**src/hw/rtl/rpu_pkg.sv**
```systemverilog
// Shared types, codes and constants of the raw pixel unpacker.
`timescale 1ns / 1ps
package rpu_pkg;

	localparam int MAX_DIM_DEF = 4096;
	localparam int DIM_W       = 13;
	localparam int COORD_W     = 12;
	localparam int REG_IDX_W   = 2;
	localparam int FMT_W       = 3;

	// Pixel formats.
	localparam logic [FMT_W-1:0] FMT_RGBA32 = 3'd0;
	localparam logic [FMT_W-1:0] FMT_RGB24  = 3'd1;
	localparam logic [FMT_W-1:0] FMT_IDX8   = 3'd2;
	localparam logic [FMT_W-1:0] FMT_IDX4   = 3'd3;
	localparam logic [FMT_W-1:0] FMT_IDX1   = 3'd4;

	// Register indexes.
	localparam logic [REG_IDX_W-1:0] REG_FORMAT = 2'd0;
	localparam logic [REG_IDX_W-1:0] REG_WIDTH  = 2'd1;
	localparam logic [REG_IDX_W-1:0] REG_HEIGHT = 2'd2;
	localparam logic [REG_IDX_W-1:0] REG_ALPHA  = 2'd3;

	// How a held item is split into pixels.
	localparam logic [1:0] MODE_RGBA = 2'd0;
	localparam logic [1:0] MODE_IDX8 = 2'd1;
	localparam logic [1:0] MODE_IDX4 = 2'd2;
	localparam logic [1:0] MODE_IDX1 = 2'd3;

	typedef struct packed {
		logic [FMT_W-1:0] fmt;
		logic [DIM_W-1:0] width;
		logic [DIM_W-1:0] height;
		logic [7:0]       alpha;
		logic             restart;
	} cfg_t;

	typedef struct packed {
		logic       is_indexed;
		logic [7:0] red;
		logic [7:0] green;
		logic [7:0] blue;
		logic [7:0] alpha;
		logic       last_of_run;
	} pix_t;

endpackage

```
**src/hw/rtl/rpu_byte_if.sv**
```systemverilog
// Handshake channel that carries one raw byte per transfer.
`timescale 1ns / 1ps
interface rpu_byte_if;
	logic       valid;
	logic       ready;
	logic [7:0] raw_byte;

	modport source (output valid, output raw_byte, input ready);
	modport sink (input valid, input raw_byte, output ready);
endinterface

```
**src/hw/rtl/rpu_pixel_if.sv**
```systemverilog
// Handshake channel that carries one unpacked pixel per transfer.
`timescale 1ns / 1ps
interface rpu_pixel_if;
	logic        valid;
	logic        ready;
	logic [11:0] pixel_x;
	logic [11:0] pixel_y;
	logic        is_indexed;
	logic [7:0]  chan_red;
	logic [7:0]  chan_green;
	logic [7:0]  chan_blue;
	logic [7:0]  chan_alpha;
	logic        last_of_run;
	logic        last_of_image;

	modport source (output valid, output pixel_x, output pixel_y, output is_indexed,
		output chan_red, output chan_green, output chan_blue, output chan_alpha,
		output last_of_run, output last_of_image, input ready);
	modport sink (input valid, input pixel_x, input pixel_y, input is_indexed,
		input chan_red, input chan_green, input chan_blue, input chan_alpha,
		input last_of_run, input last_of_image, output ready);
endinterface

```
**src/hw/rtl/rpu_cfg.sv**
```systemverilog
// Configuration registers with dimension clamping and restart pulse.
`timescale 1ns / 1ps
module rpu_cfg #(
	parameter int MAX_DIM = rpu_pkg::MAX_DIM_DEF
) (
	input  logic                           clk,
	input  logic                           arst_n,
	input  logic                           wr_en,
	input  logic [rpu_pkg::REG_IDX_W-1:0]  wr_index,
	input  logic [rpu_pkg::DIM_W-1:0]      wr_data,
	output rpu_pkg::cfg_t                  cfg
);
	import rpu_pkg::*;

	logic [FMT_W-1:0] fmt_q;
	logic [DIM_W-1:0] width_q;
	logic [DIM_W-1:0] height_q;
	logic [7:0]       alpha_q;
	logic             restart;

	// Zero reads as one row or column; anything above the limit reads as the limit.
	function automatic logic [DIM_W-1:0] clamp_dim(input logic [DIM_W-1:0] v);
		logic [DIM_W-1:0] r;
		if (v == '0) begin
			r = DIM_W'(1);
		end else if (32'(v) > 32'(MAX_DIM)) begin
			r = DIM_W'(MAX_DIM);
		end else begin
			r = v;
		end
		return r;
	endfunction

	always_ff @(posedge clk or negedge arst_n) begin
		if (!arst_n) begin
			fmt_q    <= FMT_RGBA32;
			width_q  <= DIM_W'(1);
			height_q <= DIM_W'(1);
			alpha_q  <= 8'hff;
		end else if (wr_en) begin
			case (wr_index)
				REG_FORMAT: fmt_q    <= wr_data[FMT_W-1:0];
				REG_WIDTH:  width_q  <= clamp_dim(wr_data);
				REG_HEIGHT: height_q <= clamp_dim(wr_data);
				REG_ALPHA:  alpha_q  <= wr_data[7:0];
				default: ;
			endcase
		end
	end

	always_comb begin
		case (wr_index)
			REG_FORMAT, REG_WIDTH, REG_HEIGHT, REG_ALPHA: restart = wr_en;
			default: restart = 1'b0;
		endcase
	end

	assign cfg.fmt     = fmt_q;
	assign cfg.width   = width_q;
	assign cfg.height  = height_q;
	assign cfg.alpha   = alpha_q;
	assign cfg.restart = restart;

endmodule

```
**src/hw/rtl/rpu_gather.sv**
```systemverilog
// Byte intake: gathers color bytes and splits held items into single pixels.
`timescale 1ns / 1ps
module rpu_gather (
	input  logic          clk,
	input  logic          arst_n,
	input  rpu_pkg::cfg_t cfg,
	rpu_byte_if.sink      raw,
	output logic          pix_valid,
	output rpu_pkg::pix_t pix,
	input  logic          pix_ready
);
	import rpu_pkg::*;

	logic        s1_valid;
	logic [1:0]  mode_s1;
	logic [31:0] word_s1;
	logic [2:0]  idx_s1;
	logic [1:0]  phase_q;
	logic [23:0] held_q;

	logic        take;
	logic        done;
	logic        acc;
	logic        load;
	logic [1:0]  load_mode;
	logic [31:0] load_word;
	logic [7:0]  b;

	assign b = word_s1[7:0];

	always_comb begin
		pix = '0;
		pix.is_indexed = 1'b1;
		case (mode_s1)
			MODE_RGBA: begin
				pix.is_indexed  = 1'b0;
				pix.red         = word_s1[7:0];
				pix.green       = word_s1[15:8];
				pix.blue        = word_s1[23:16];
				pix.alpha       = word_s1[31:24];
				pix.last_of_run = 1'b1;
			end
			MODE_IDX8: begin
				pix.red         = b;
				pix.last_of_run = 1'b1;
			end
			MODE_IDX4: begin
				pix.red         = idx_s1[0] ? {4'b0, b[3:0]} : {4'b0, b[7:4]};
				pix.last_of_run = idx_s1[0];
			end
			MODE_IDX1: begin
				pix.red         = {7'b0, b[3'd7 - idx_s1]};
				pix.last_of_run = (idx_s1 == 3'd7);
			end
			default: ;
		endcase
	end

	assign pix_valid = s1_valid;
	assign take      = s1_valid && pix_ready;
	assign done      = take && pix.last_of_run;
	assign raw.ready = !s1_valid || done;
	assign acc       = raw.valid && raw.ready;

	// Decide whether the accepted byte completes an item for the split stage.
	always_comb begin
		load      = 1'b0;
		load_mode = MODE_IDX8;
		load_word = {24'b0, raw.raw_byte};
		case (cfg.fmt)
			FMT_RGBA32: begin
				load      = (phase_q == 2'd3);
				load_mode = MODE_RGBA;
				load_word = {raw.raw_byte, held_q};
			end
			FMT_RGB24: begin
				load      = (phase_q == 2'd2);
				load_mode = MODE_RGBA;
				load_word = {cfg.alpha, raw.raw_byte, held_q[15:0]};
			end
			FMT_IDX8: begin
				load      = 1'b1;
				load_mode = MODE_IDX8;
			end
			FMT_IDX4: begin
				load      = 1'b1;
				load_mode = MODE_IDX4;
			end
			FMT_IDX1: begin
				load      = 1'b1;
				load_mode = MODE_IDX1;
			end
			default: ;
		endcase
	end

	always_ff @(posedge clk or negedge arst_n) begin
		if (!arst_n) begin
			s1_valid <= 1'b0;
			idx_s1   <= '0;
			phase_q  <= '0;
		end else begin
			if (acc && load) begin
				s1_valid <= 1'b1;
				idx_s1   <= '0;
			end else if (done) begin
				s1_valid <= 1'b0;
			end else if (take) begin
				idx_s1 <= idx_s1 + 3'd1;
			end

			if (cfg.restart) begin
				phase_q <= '0;
			end else if (acc && (cfg.fmt == FMT_RGBA32 || cfg.fmt == FMT_RGB24)) begin
				phase_q <= load ? 2'd0 : phase_q + 2'd1;
			end
		end
	end

	always_ff @(posedge clk) begin
		if (acc && load) begin
			mode_s1 <= load_mode;
			word_s1 <= load_word;
		end
		if (acc && !load && (cfg.fmt == FMT_RGBA32 || cfg.fmt == FMT_RGB24)) begin
			held_q[8*phase_q +: 8] <= raw.raw_byte;
		end
	end

endmodule

```
**src/hw/rtl/rpu_emit.sv**
```systemverilog
// Raster position counters and the output register of the pixel channel.
`timescale 1ns / 1ps
module rpu_emit (
	input  logic          clk,
	input  logic          arst_n,
	input  rpu_pkg::cfg_t cfg,
	input  logic          pix_valid,
	input  rpu_pkg::pix_t pix,
	output logic          pix_ready,
	rpu_pixel_if.source   pixel
);
	import rpu_pkg::*;

	logic             out_valid_q;
	pix_t             out_pix_q;
	logic [COORD_W-1:0] x_q;
	logic [COORD_W-1:0] y_q;
	logic             end_img_q;
	logic [DIM_W-1:0] col_q;
	logic [DIM_W-1:0] row_q;
	logic             take;
	logic             end_row;
	logic             end_img;

	assign pix_ready = !out_valid_q || pixel.ready;
	assign take      = pix_valid && pix_ready;
	assign end_row   = (col_q + DIM_W'(1)) >= cfg.width;
	assign end_img   = end_row && ((row_q + DIM_W'(1)) >= cfg.height);

	always_ff @(posedge clk or negedge arst_n) begin
		if (!arst_n) begin
			out_valid_q <= 1'b0;
			col_q       <= '0;
			row_q       <= '0;
		end else begin
			if (take) begin
				out_valid_q <= 1'b1;
			end else if (pixel.ready) begin
				out_valid_q <= 1'b0;
			end

			if (cfg.restart) begin
				col_q <= '0;
				row_q <= '0;
			end else if (take) begin
				if (end_row) begin
					col_q <= '0;
					row_q <= end_img ? '0 : row_q + DIM_W'(1);
				end else begin
					col_q <= col_q + DIM_W'(1);
				end
			end
		end
	end

	always_ff @(posedge clk) begin
		if (take) begin
			out_pix_q <= pix;
			x_q       <= col_q[COORD_W-1:0];
			y_q       <= row_q[COORD_W-1:0];
			end_img_q <= end_img;
		end
	end

	assign pixel.valid         = out_valid_q;
	assign pixel.pixel_x       = x_q;
	assign pixel.pixel_y       = y_q;
	assign pixel.is_indexed    = out_pix_q.is_indexed;
	assign pixel.chan_red      = out_pix_q.red;
	assign pixel.chan_green    = out_pix_q.green;
	assign pixel.chan_blue     = out_pix_q.blue;
	assign pixel.chan_alpha    = out_pix_q.alpha;
	assign pixel.last_of_run   = out_pix_q.last_of_run;
	assign pixel.last_of_image = end_img_q;

endmodule

```
**src/hw/rtl/raw_pixel_unpacker_core.sv**
```systemverilog
// Top level of the raw pixel unpacker: byte channel in, pixel channel out.
// Path: a byte that completes a pixel passes the split stage register, then the output register.
// Throughput: up to one pixel per cycle while the receiver is ready, set by the single split stage
// feeding the output register; a 4 or 1 bpp byte is held until its last pixel has left.
// Reset (arst_n low, asynchronous) empties both stages, zeroes the raster position and byte
// phase, and loads format 32 bpp, width 1, height 1 and alpha 255.
`timescale 1ns / 1ps
module raw_pixel_unpacker_core #(
	parameter int MAX_DIM = rpu_pkg::MAX_DIM_DEF
) (
	input  logic                          clk,
	input  logic                          arst_n,
	input  logic                          wr_en,
	input  logic [rpu_pkg::REG_IDX_W-1:0] wr_index,
	input  logic [rpu_pkg::DIM_W-1:0]     wr_data,
	rpu_byte_if.sink                      raw,
	rpu_pixel_if.source                   pixel
);
	import rpu_pkg::*;

	// Configuration as seen by both stages. Any register write also restarts the
	// image: the raster position and the byte phase of 32/24 bpp return to zero.
	cfg_t cfg;

	// One pixel waiting in the split stage, handed on when the output register frees.
	logic pix_valid;
	logic pix_ready;
	pix_t pix;

	rpu_cfg #(
		.MAX_DIM(MAX_DIM)
	) u_cfg (
		.clk      (clk),
		.arst_n   (arst_n),
		.wr_en    (wr_en),
		.wr_index (wr_index),
		.wr_data  (wr_data),
		.cfg      (cfg)
	);

	// The intake gathers 32 and 24 bpp bytes into one color word and holds indexed
	// bytes while their pixels are split off one per transfer, high bits first.
	// A new byte is taken in the cycle that the last pixel of the held one leaves.
	rpu_gather u_gather (
		.clk       (clk),
		.arst_n    (arst_n),
		.cfg       (cfg),
		.raw       (raw),
		.pix_valid (pix_valid),
		.pix       (pix),
		.pix_ready (pix_ready)
	);

	// The output stage tags each pixel with its column and row, wraps at the row
	// width and returns to the origin after the last pixel of the image.
	rpu_emit u_emit (
		.clk       (clk),
		.arst_n    (arst_n),
		.cfg       (cfg),
		.pix_valid (pix_valid),
		.pix       (pix),
		.pix_ready (pix_ready),
		.pixel     (pixel)
	);

endmodule

```
**src/flat_wrapper.sv**
```systemverilog
// flat-port wrapper written by rule: the top's interface ports become plain ports
module raw_pixel_unpacker_core_flat import rpu_pkg::*;
#(
	parameter int MAX_DIM = rpu_pkg::MAX_DIM_DEF
)
  (clk, arst_n, wr_en, wr_index, wr_data, raw_valid, raw_raw_byte, raw_ready, pixel_valid, pixel_pixel_x, pixel_pixel_y, pixel_is_indexed, pixel_chan_red, pixel_chan_green, pixel_chan_blue, pixel_chan_alpha, pixel_last_of_run, pixel_last_of_image, pixel_ready);
  rpu_byte_if raw_i ();
  rpu_pixel_if pixel_i ();
  input  logic clk;
  input  logic arst_n;
  input  logic wr_en;
  input  logic [rpu_pkg::REG_IDX_W-1:0] wr_index;
  input  logic [rpu_pkg::DIM_W-1:0] wr_data;
  input wire logic [$bits(raw_i.valid)-1:0] raw_valid;
  input wire logic [$bits(raw_i.raw_byte)-1:0] raw_raw_byte;
  output wire logic [$bits(raw_i.ready)-1:0] raw_ready;
  output wire logic [$bits(pixel_i.valid)-1:0] pixel_valid;
  output wire logic [$bits(pixel_i.pixel_x)-1:0] pixel_pixel_x;
  output wire logic [$bits(pixel_i.pixel_y)-1:0] pixel_pixel_y;
  output wire logic [$bits(pixel_i.is_indexed)-1:0] pixel_is_indexed;
  output wire logic [$bits(pixel_i.chan_red)-1:0] pixel_chan_red;
  output wire logic [$bits(pixel_i.chan_green)-1:0] pixel_chan_green;
  output wire logic [$bits(pixel_i.chan_blue)-1:0] pixel_chan_blue;
  output wire logic [$bits(pixel_i.chan_alpha)-1:0] pixel_chan_alpha;
  output wire logic [$bits(pixel_i.last_of_run)-1:0] pixel_last_of_run;
  output wire logic [$bits(pixel_i.last_of_image)-1:0] pixel_last_of_image;
  input wire logic [$bits(pixel_i.ready)-1:0] pixel_ready;
  assign raw_i.valid = raw_valid;
  assign raw_i.raw_byte = raw_raw_byte;
  assign raw_ready = raw_i.ready;
  assign pixel_valid = pixel_i.valid;
  assign pixel_pixel_x = pixel_i.pixel_x;
  assign pixel_pixel_y = pixel_i.pixel_y;
  assign pixel_is_indexed = pixel_i.is_indexed;
  assign pixel_chan_red = pixel_i.chan_red;
  assign pixel_chan_green = pixel_i.chan_green;
  assign pixel_chan_blue = pixel_i.chan_blue;
  assign pixel_chan_alpha = pixel_i.chan_alpha;
  assign pixel_last_of_run = pixel_i.last_of_run;
  assign pixel_last_of_image = pixel_i.last_of_image;
  assign pixel_i.ready = pixel_ready;
  raw_pixel_unpacker_core #(.MAX_DIM(MAX_DIM)) u_core (.clk(clk), .arst_n(arst_n), .wr_en(wr_en), .wr_index(wr_index), .wr_data(wr_data), .raw(raw_i), .pixel(pixel_i));
endmodule
```
**config.mk**
```make
export PLATFORM = sky130hd
export DESIGN_NAME = raw_pixel_unpacker_core_flat
export DESIGN_NICKNAME = d
export VERILOG_FILES = /design/src/hw/rtl/rpu_pkg.sv /design/src/hw/rtl/rpu_byte_if.sv /design/src/hw/rtl/rpu_pixel_if.sv /design/src/hw/rtl/rpu_cfg.sv /design/src/hw/rtl/rpu_gather.sv /design/src/hw/rtl/rpu_emit.sv /design/src/hw/rtl/raw_pixel_unpacker_core.sv /design/src/flat_wrapper.sv
export SDC_FILE = /design/constraint.sdc
export NUM_CORES = 1
export LEC_CHECK = 0
export BUFFER_PORTS_ARGS = -buffer_cell sky130_fd_sc_hd__buf_4
export CAP_MARGIN = 10
export CORE_MARGIN = 5
export CORE_UTILIZATION = 59
export CTS_CLUSTER_DIAMETER = 100
export DETAILED_ROUTE_END_ITERATION = 10
export PLACE_DENSITY = 0.8
export SYNTH_ARGS = -nofsm -noshare
export SYNTH_HDL_FRONTEND = slang
export SYNTH_SLANG_ARGS = --single-unit
```
**constraint.sdc**
```tcl
create_clock -name clk -period 4.05 [get_ports clk]
set_input_delay 0.2025 -clock clk [delete_from_list [all_inputs] [get_ports clk]]
set_output_delay 0.2025 -clock clk [all_outputs]
set_load 0.01 [all_outputs]
```
* Yosys cells after proc, flatten, opt, wreduce, memory -nomap -nowiden
Index checks and enable logic that the tools add are counted.
Cells by class: shifts and indexed selects 2, magnitude comparators 4, multiplexer cells 30, $add $sub $neg 6, reduce and logical (&&, ||, !) cells 34, equal/unequal tests 14
Operator list (number):
- $mux 13 | 9
- $pmux 32 s2 | 1
- $neg 5->34 | 1
- $shift 8x34->24 const A | 1
- $shiftx 8x34->24 | 1
- $add 13x1->13 const B | 2
- $ge 13x13->1 | 2
- $bwmux 24 | 1
- $pmux 8 s3 | 1
- $gt 13x13->1 const B | 1
- $logic_not 13->1 | 1
- $eq 2x2->1 const B | 6
- $reduce_and 2->1 | 6
- $reduce_bool 2->1 | 6
- $mux 3 | 3
- $logic_and 1x1->1 | 8
- $mux 1 | 7
- $eq 3x2->1 const B | 2
- $eq 3x3->1 const B | 2
- $mux 2 | 3
- $pmux 1 s3 | 2
- $pmux 2 s3 | 1
- $eq 2x1->1 const B | 2
- $logic_not 2->1 | 2
- 14 further kinds | 19
Storage, ports and cells: logic and storage cells 112, input port bits 28, bits in registers 187, output and inout port bits 61

* Longest topological paths before layout
Gate-level depths: netlist of run 1.
depth in word-level cells 9, gate-level depth with buffers 13, gate-level depth less buffers 13

* Modules after synthesis
Synthesis of run 1 repeated with hierarchy kept, for this count alone.
Unflattened totals: cells, all modules 705, area, all modules 8637.0 µm²
Modules (own cells, without submodules):
- rpu_emit | cells an instance 305, area each 3940.0 µm², seq. area each 2447.3 µm², instances 1
- rpu_gather | cells an instance 266, area each 3129.3 µm², seq. area each 1891.8 µm², instances 1
- rpu_cfg | cells an instance 134, area each 1567.8 µm², seq. area each 938.4 µm², instances 1

* Worst setup path after synthesis of run 1
Ideal clock, no wire load.
path kind register to register, start point register u_core.u_gather.idx_s1[1], end point register u_core.u_gather.mode_s1[0] (enable), buffers on the path 0, clock period less this slack 3563 ps, required time 3597 ps, data arrival time 3110 ps, stages on the path, launching flop included 8, library setup time 453 ps, path slack 487 ps, cell sequence dfrtp_1 ha_1 ha_1 nand2_1 a32oi_1 nand2b_1 nand2_1 a31oi_1
Between the ends: cells in the longest elaborated chain, start to end 6
RTL lines:
- start, declared | line rpu_gather.sv:17 | logic [2:0] idx_s1;
- start signal, assigned | line rpu_gather.sv:109 | idx_s1 <= idx_s1 + 3'd1;
- $eq 3x3->1 | line rpu_gather.sv:53 | pix.last_of_run = (idx_s1 == 3'd7);
- $pmux 1 s3 | line rpu_gather.sv:34 | case (mode_s1)
- $logic_and 1x1->1 | line rpu_gather.sv:61 | assign done = take && pix.last_of_run;
- $logic_or 1x1->1 | line rpu_gather.sv:62 | assign raw.ready = !s1_valid || done;
- net raw_ready | line flat_wrapper.sv:16 | output wire logic [$bits(raw_i.ready)-1:0] raw_ready;
- $logic_and 1x1->1 | line rpu_gather.sv:63 | assign acc = raw.valid && raw.ready;
- $logic_and 1x1->1 | line rpu_gather.sv:121 | if (acc && load) begin
- end signal, assigned | line rpu_gather.sv:122 | mode_s1 <= load_mode;
- end, declared | line rpu_gather.sv:15 | logic [1:0] mode_s1;
The timed path passes the listed nets, and every way through them passes these cells. A chain may end at the register's enable or synchronous reset.

* Final worst setup path of run 1
start point register u_core.u_emit.row_q[0], end point register u_core.u_emit.row_q[4]
Between the ends: cells in the longest elaborated chain, start to end 7
RTL lines:
- start, declared | line rpu_emit.sv:20 | logic [DIM_W-1:0] row_q;
- start signal, assigned | line rpu_emit.sv:48 | row_q <= end_img ? '0 : row_q + DIM_W'(1);
- $add 13x1->13 | line rpu_emit.sv:28 | assign end_img = end_row && ((row_q + DIM_W'(1)) >= cfg.height);
- $ge 13x13->1 | line rpu_emit.sv:28
- $logic_and 1x1->1 | line rpu_emit.sv:28
- net u_core.u_emit.end_img | line rpu_emit.sv:23 | logic end_img;
- $mux 13 | line rpu_emit.sv:48
- $mux 13 | line rpu_emit.sv:46 | if (end_row) begin
- $mux 13 | line rpu_emit.sv:45 | end else if (take) begin
- $mux 13 | line rpu_emit.sv:42 | if (cfg.restart) begin
The timed path passes the listed nets, and every way through them passes these cells. The select of a mux whose other input is x is not followed.

==> metrics.csv, run 1 <==
stage,metric,value,unit
outcome,status,finished clean,
setup_path,cp-end-kind,flop,
setup_path,crit_type,reg2reg,
setup_path,r2r_cells,13,
layout,antenna_cells,0,
worst_hold_path,worstHoldPathCells,2,
clocking,cts_setup_buffers,0,
floorplan,rows,43,
clocking,cts_sinks,187,
timing,tightest_slew,892,ps
power_and_ir_drop,peakVddDrop,0.316,mV
synthesis,postSynthAreaPerCell,12.1,µm²
clocking,cts_made_buffers,17,
synthesis,yosysTopAreaCell,edfxtp_1,
drt,first_pass_iters,6,
drt,vias_per_cell,5.79,
synthesis,ys.flop_type,edfxtp_1,
synthesis,yosys_register_bits,187,
synthesis,synth_async_sr_flop_share,37.4,%
synthesis,synth_area,8480,µm²
timing,hold_viol,0,
setup_path,critPathRequiredTime,4350,ps
layout,final_nets,854,
drt,ant_nets,0,
floorplan,die-width,130,µm
synthesis,yosysSeqAreaShare,62.2,%
grt,grt.overflow.total,0,
timing,skew,15.0,ps
layout,drive_gt1_share,20.9,%
timing,tns,0,ps
floorplan,coreArea,14000,µm²
grt,grt_pass1_wl,28.3,mm
drt,drt-initial-drc-count,616,
clocking,cts-root-buf,clkbuf_16,
clocking,clk_pin_slew,70,ps
layout,areaGrowthSynthToFinish,17.4,%
placement,portBuffers,88,
placement,detailed_place_hpwl,12.1,mm
drt,vias,5700,
drt,drc,0,
timing,slew_violations,0,
clocking,cts_tree,done,
timing,min_period,3650,ps
floorplan,die_h,130,µm
layout,nFillCells,961,
worst_hold_path,hp-class,in2reg,
setup_path,r2r-end,u_core.u_emit.row_q[4]$_DFFE_PN0P_,
clocking,htree_levels,4,
clocking,cts_resized,0,
grt,first_global_vias,5477,
drt,wl,17.4,mm
drt,wl_per_cell,17.6,µm
timing,fin_crit_sh,90.0,%
floorplan,ioPinCount,89,
timing,max_slew_margin,40.5,%
floorplan,die_area,16900,µm²
setup_path,worstSetupStartpointType,flop,
setup_path,critPathMaxFanout,9,
synthesis,synth_cell_types,53,
grt,antenna_found_initial,0,
setup_path,r2r_start,u_core.u_emit.row_q[0]$_DFFE_PN0P_,
grt,grt_usage,21.6,%
timing,setup_violations,0,
power_and_ir_drop,p_leak,4.11,nW
power_and_ir_drop,power_density,545,nW/µm²
synthesis,syn_inst,699,
run,maxCapViolCount,0,
synthesis,synth_edf_count,117,
grt,grt_max_degree,71,
clocking,cts.path.max_buffers,2,
timing,rsz0062_at_grt,false,
synthesis,synth_top_area_share,41.4,%
synthesis,syn_nets,761,
placement,gp_congestion,0.831,
timing,fmax,274,MHz
floorplan,start_util,60.6,%
synthesis,ys_warn_count,0,
setup_path,arrival,3950,ps
setup_path,reg2reg_slack,400,ps
timing,fin_hold_ws,26.1,ps
synthesis,synth_area_leaders,"edfxtp_1 (41%), dfrtp_1 (18%), ha_1 (5.0%)",
worst_hold_path,worstHoldEndpoint,u_core.u_cfg.width_q[0]$_DFFE_PN1P_,
worst_hold_path,hp-start,wr_data[12],
clocking,clk_latency,440,ps
clocking,hold_buffers,1,
-- layout make-up --
| type | instances | area, µm² | area share, % |
|---|---|---|---|
| timing repair buffer | 96 | 721 | 7.24 |
| multi-input combinational | 447 | 2960 | 29.8 |
| clock buffer | 17 | 425 | 4.27 |
| tap | 180 | 225 | 2.26 |
| clock inverter | 15 | 183 | 1.83 |
| sequential | 187 | 5280 | 53.0 |
| inverter | 43 | 161 | 1.62 |
-- flip-flops by register name, summed over array words and instances, names as in the netlist --
name	cells
u_core.u_cfg.height_q	13
u_core.u_cfg.alpha_q	8
u_core.u_gather.mode_s1	2
u_core.u_emit.pixel.chan_blue	8
u_core.u_emit.pixel.pixel_y	12
u_core.u_emit.col_q	13
u_core.u_emit.pixel.last_of_run	1
u_core.u_emit.pixel.valid	1
u_core.u_cfg.width_q	13
u_core.u_gather.held_q	24
u_core.u_gather.word_s1	32
u_core.u_gather.phase_q	2
u_core.u_emit.pixel.chan_alpha	8
u_core.u_emit.pixel.chan_green	8
u_core.u_emit.row_q	13
u_core.u_emit.pixel.last_of_image	1
u_core.u_emit.pixel.is_indexed	1
u_core.u_cfg.fmt_q	3
u_core.u_emit.pixel.chan_red	8
u_core.u_gather.pix_valid	1
u_core.u_gather.idx_s1	3
u_core.u_emit.pixel.pixel_x	12
-- worst max-delay path, cell delays in order (launching register included) --
cell and delay [ps]:
dfrtp_1 470, ha_1 270, nand3_1 180, nor2_2 240, nand3_1 190, or2_1 310, xnor2_1 140, ha_1 310
nand4_1 160, nor4_1 400, o2bb2ai_1 240, nor2_1 240, nor2_1 230, o21ai_0 140
-- worst max-delay path by stage --
stage / start / endpoint / slack [ps] / cells after the start
after detailed placement: u_core.u_emit.col_q[2]$_DFFE_PN0P_ / u_core.u_emit.row_q[6]$_DFFE_PN0P_ / 240 / 12
after CTS: u_core.u_emit.col_q[2]$_DFFE_PN0P_ / u_core.u_emit.row_q[6]$_DFFE_PN0P_ / 210 / 12
final: u_core.u_emit.row_q[0]$_DFFE_PN0P_ / u_core.u_emit.row_q[4]$_DFFE_PN0P_ / 400 / 13
after global routing: u_core.u_emit.row_q[0]$_DFFE_PN0P_ / u_core.u_emit.row_q[4]$_DFFE_PN0P_ / 30 / 13
after global placement: u_core.u_emit.col_q[2]$_DFFE_PN0P_ / u_core.u_emit.row_q[6]$_DFFE_PN0P_ / 450 / 12
after floorplan: u_core.u_gather.idx_s1[1]$_DFFE_PN0P_ / u_core.u_gather.mode_s1[0]$_SDFFCE_PN1P_ / 490 / 7
-- cells by family after synthesis --
kind of cell,share of synthesized area [%]
compound gates,8.20
flops,62.2
fa+ha+maj,5.01
buf+inv,3.02
xor+xnor,2.48
simple gates,14.9
mux,4.13
-- Yosys cell counts (9+ instances only) --
cell / number
nand2b_1: 15
a21oi_1: 15
nor2_1: 34
nand2_1: 78
mux2_2: 12
o21ai_0: 42
edfxtp_1: 117
dfrtp_1: 60
xnor2_1: 15
a22o_2: 10
dfstp_2: 10
xor2_1: 9
clkbuf_1: 16
nand3_1: 15
mux2i_1: 17
inv_1: 43
ha_1: 34
and2_1: 59
-- stage by stage --
stage	util [%]	instances	worst slack, ps	power, mW	cell area [µm²]
5_1_grt	71.2	985	27.2	5.70	9960
3_5_place_dp	66.7	950	240	3.79	9330
3_3_place_gp	66.7	950	455	3.74	9330
4_1_cts	71.1	983	213	5.46	9940
6_report	71.2	985	404	5.43	9960
2_1_floorplan	-	699	487	3.29	8480
-- routing by layer --
metal  routed length (µm)  track usage (%)
met5                    0                0
met4                  341             7.46
met3                 1200             4.63
met2                 8260             33.7
met1                 7550             30.6
-- report_power, final --
part	internal, mW	leakage [nW]	total (mW)	switching [mW]
logic	0.476	1.82	1.14	0.663
clock network	0.885	0.294	1.66	0.777
registers	2.46	1.99	2.63	0.169
-- cells in the final DEF, fill, tap and decap left out, types with 2 or more instances in the layout --
| master | count |
|---|---|
| edfxtp_1 | 117 |
| buf_4 | 94 |
| nand2_1 | 78 |
| dfrtp_1 | 60 |
| and2_1 | 59 |
| inv_1 | 42 |
| o21ai_0 | 42 |
| nor2_1 | 34 |
| ha_1 | 34 |
| mux2i_1 | 17 |
| clkbuf_16 | 17 |
| nand3_1 | 15 |
| xnor2_1 | 15 |
| nand2b_1 | 15 |
| a21oi_1 | 15 |
| mux2_2 | 12 |
| a22o_2 | 10 |
| dfstp_2 | 10 |
| xor2_1 | 9 |
| nand4_1 | 7 |
| a31oi_1 | 7 |
| nor2b_1 | 6 |
| nor3_1 | 6 |
| nor4_1 | 6 |
| nor3b_1 | 5 |
| a21o_1 | 5 |
| or3_1 | 5 |
| inv_6 | 5 |
| o31ai_1 | 4 |
| a22oi_1 | 4 |
| o21ai_1 | 4 |
| clkinv_8 | 4 |
| o211ai_1 | 3 |
| o22ai_1 | 3 |
| o41ai_1 | 3 |
| nand3b_1 | 3 |
| and3_1 | 2 |
| mux4_2 | 2 |
| a211oi_1 | 2 |
| inv_8 | 2 |
No activity file was read; power rests on OpenSTA's default activity.
==> run 2: changes to the inputs <==
- CELL_PAD_IN_SITES_DETAIL_PLACEMENT: unset -> 0
- CELL_PAD_IN_SITES_GLOBAL_PLACEMENT: unset -> 1
- CORE_UTILIZATION: 59 -> 48
- PLACE_DENSITY: 0.8 -> unset
- PLACE_DENSITY_LB_ADDON: unset -> 0.1
==> metrics.csv, run 2 (synthesis results as in run 1) <==
stage,metric,value,unit,change
layout,design_area,10100,µm²,was 9960 µm²
grt,grt_max_degree,71,,unchanged
layout,largestRegisters,"u_core.u_gather.word_s1 (32), u_core.u_gather.held_q (24)",,unchanged
timing,max_slew_margin,38.5,%,was 40.5%
layout,areaGrowthSynthToFinish,18.6,%,was 17.4%
placement,portBuffers,88,,unchanged
floorplan,ioPinCount,89,,unchanged
clocking,cts_made_buffers,17,,unchanged
timing,fin_crit_sh,90.5,%,was 90.0%
outcome,status,finished clean,,unchanged
clocking,cts-root-buf,clkbuf_16,,unchanged
floorplan,coreArea,17300,µm²,"was 14,000 µm²"
drt,vias,5416,,"was 5,700"
layout,seq_area,5280,µm²,unchanged
clocking,cts_sinks,187,,unchanged
placement,place_inst,999,,was 950
grt,grt.overflow.total,0,,unchanged
setup_path,cp.buffers_inverters,0,,unchanged
timing,skew,11.1,ps,was 15.0 ps
timing,min_period,3670,ps,was 3650 ps
timing,tns,0,ps,unchanged
layout,final_nets,856,,was 854
clocking,clk_latency,430,ps,was 440 ps
layout,nFillCells,1454,,was 961
layout,final_cell_mix,"edfxtp_1 (117), buf_4 (97), nand2_1 (78)",,"was edfxtp_1 (117), buf_4 (94), nand2_1 (78)"
setup_path,crit_type,reg2reg,,unchanged
placement,dpl-instance-area,9410,µm²,was 9330 µm²
setup_path,slowest_delay,640,ps,was 470 ps
layout,drive_gt1_share,20.9,%,about the same
power_and_ir_drop,power_density,553,nW/µm²,was 545 nW/µm²
drt,drt-initial-drc-count,280,,was 616
drt,drc,0,,unchanged
setup_path,path_delay_family,simple AND/OR/NAND/NOR gates,,unchanged
floorplan,die_area,20400,µm²,"was 16,900 µm²"
drt,ant_nets,0,,unchanged
setup_path,arrival,4030,ps,was 3950 ps
run,maxCapViolCount,0,,unchanged
layout,final_common_cell,edfxtp_1,,unchanged
timing,hold_viol,0,,unchanged
timing,slew_violations,0,,unchanged
worst_hold_path,hp-class,in2reg,,unchanged
clocking,clk_pin_slew,70,ps,about the same
floorplan,die-width,143,µm,was 130 µm
power_and_ir_drop,peakVddDrop,0.343,mV,was 0.316 mV
drt,vias_per_cell,5.25,,was 5.79
power_and_ir_drop,p_leak,4.12,nW,was 4.11 nW
setup_path,cp_slowest_cell,nor3_2,,was dfrtp_1
setup_path,crit_top_cell,a21o_1,,
layout,antenna_cells,0,,unchanged
placement,detailed_place_hpwl,12.8,mm,was 12.1 mm
layout,largest_reg_flops,32,,unchanged
clocking,cts.path.max_buffers,2,,unchanged
grt,grt_usage,18.3,%,was 21.6%
timing,rsz0062_at_grt,false,,unchanged
floorplan,start_util,49.0,%,was 60.6%
drt,wl,17.9,mm,was 17.4 mm
setup_path,critPathMaxFanout,11,,was 9
grt,grt_pass1_wl,28.9,mm,was 28.3 mm
layout,fin_cells,1032,,was 985
clocking,cts_tree,done,,unchanged
clocking,htree_levels,4,,unchanged
floorplan,rows,48,,was 43
setup_path,worstSetupStartpointType,flop,,unchanged
placement,gp_congestion,0.841,,was 0.831
timing,fmax,273,MHz,was 274 MHz
timing,tightest_slew,923,ps,was 892 ps
grt,first_global_vias,5415,,"was 5,477"
timing,setup_violations,0,,unchanged
clocking,cts_resized,0,,unchanged
layout,multi_input_area,2960,µm²,unchanged
drt,wl_per_cell,17.3,µm,was 17.6 µm
layout,regMostFlops,u_core.u_gather.word_s1,,unchanged
setup_path,critPathRequiredTime,4410,ps,was 4350 ps
setup_path,path_cells,nand3_1 > nor2_1 > and3_1 > nand4_1 > xnor2_1 > ha_1 > a21o_1 > a21o_1 > a221o_1 > or2_4 > nor3_2 > a22o_2,,was ha_1 > nand3_1 > nor2_2 > nand3_1 > or2_1 > xnor2_1 > ha_1 > nand4_1 > nor4_1 > o2bb2ai_1 > nor2_1 > nor2_1 > o21ai_0
drt,first_pass_iters,4,,was 6
setup_path,cp-end-kind,flop,,unchanged
timing,fin_hold_ws,50.8,ps,was 26.1 ps
grt,antenna_found_initial,0,,unchanged
floorplan,die_h,143,µm,was 130 µm
[run 2: cell count changes in the layout (fill, tap and decap cells not counted), moves of 2 or more]
cell	change
clkinv_8	-4
inv_6	-2
clkinvlp_4	+2
buf_4	+3
bufinv_16	+3
[run 2: timing repair]
action,4_1_cts,5_1_grt
hold buffers,1,0
buffers inserted,0,0
setup endpoints to repair,0,0
hold endpoints to repair,60,0
[run 2: final cells by class]
type                            instances  share of cell area, %
Clock buffer                           18                   4.27
Inverter                               43                   1.60
Timing Repair Buffer                   98                   7.34
Sequential cell                       187                   52.5
Clock inverter                         14                   2.08
Multi-Input combinational cell        447                   29.5
Tap cell                              225                   2.80
[run 2: final timing paths]
kind	from	to	slack, ps	cells past startpoint
min	wr_data[6]	u_core.u_cfg.alpha_q[6]$_DFFE_PN1P_	50	2
max reg2reg	u_core.u_emit.col_q[2]$_DFFE_PN0P_	u_core.u_emit.col_q[6]$_DFFE_PN0P_	380	12
max	u_core.u_emit.col_q[2]$_DFFE_PN0P_	u_core.u_emit.col_q[6]$_DFFE_PN0P_	380	12
max in group asynchronous	arst_n	u_core.u_cfg.fmt_q[0]$_DFFE_PN0P_	3000	2
min reg2reg	u_core.u_cfg.width_q[4]$_DFFE_PN0P_	u_core.u_cfg.width_q[4]$_DFFE_PN0P_	480	2
min in group asynchronous	arst_n	u_core.u_emit.row_q[4]$_DFFE_PN0P_	440	2
[run 2: per-layer routing]
| metal | wire length, µm | part of all wire (%) | vias to the layer above | GRT usage [%] |
|---|---|---|---|---|
| met1 | 9000 | 50 | 2617 | 28.0 |
| met4 | 267 | 1.5 | 0 | 5.85 |
| met3 | 706 | 3.9 | 22 | 3.18 |
| met2 | 7910 | 44 | 112 | 26.7 |
| met5 | 0 | 0 | - | 0 |
| li1 | - | - | 2665 | - |
[run 2: stage by stage]
step                util (%)  setup WS, ps  power (mW)
global placement        54.4           622        3.79
global route            58.2          85.3        5.86
CTS                     58.2           421        5.62
floorplan                  -           487        3.29
detailed placement      54.4           459        3.82
finish                  58.2           383        5.56
[run 2: report_power, final]
| part | leakage (nW) | internal (mW) | switching, mW | total, mW |
|---|---|---|---|---|
| Sequential | 1.99 | 2.46 | 0.161 | 2.62 |
| Combinational | 1.83 | 0.483 | 0.667 | 1.15 |
| Clock | 0.302 | 1.05 | 0.739 | 1.79 |
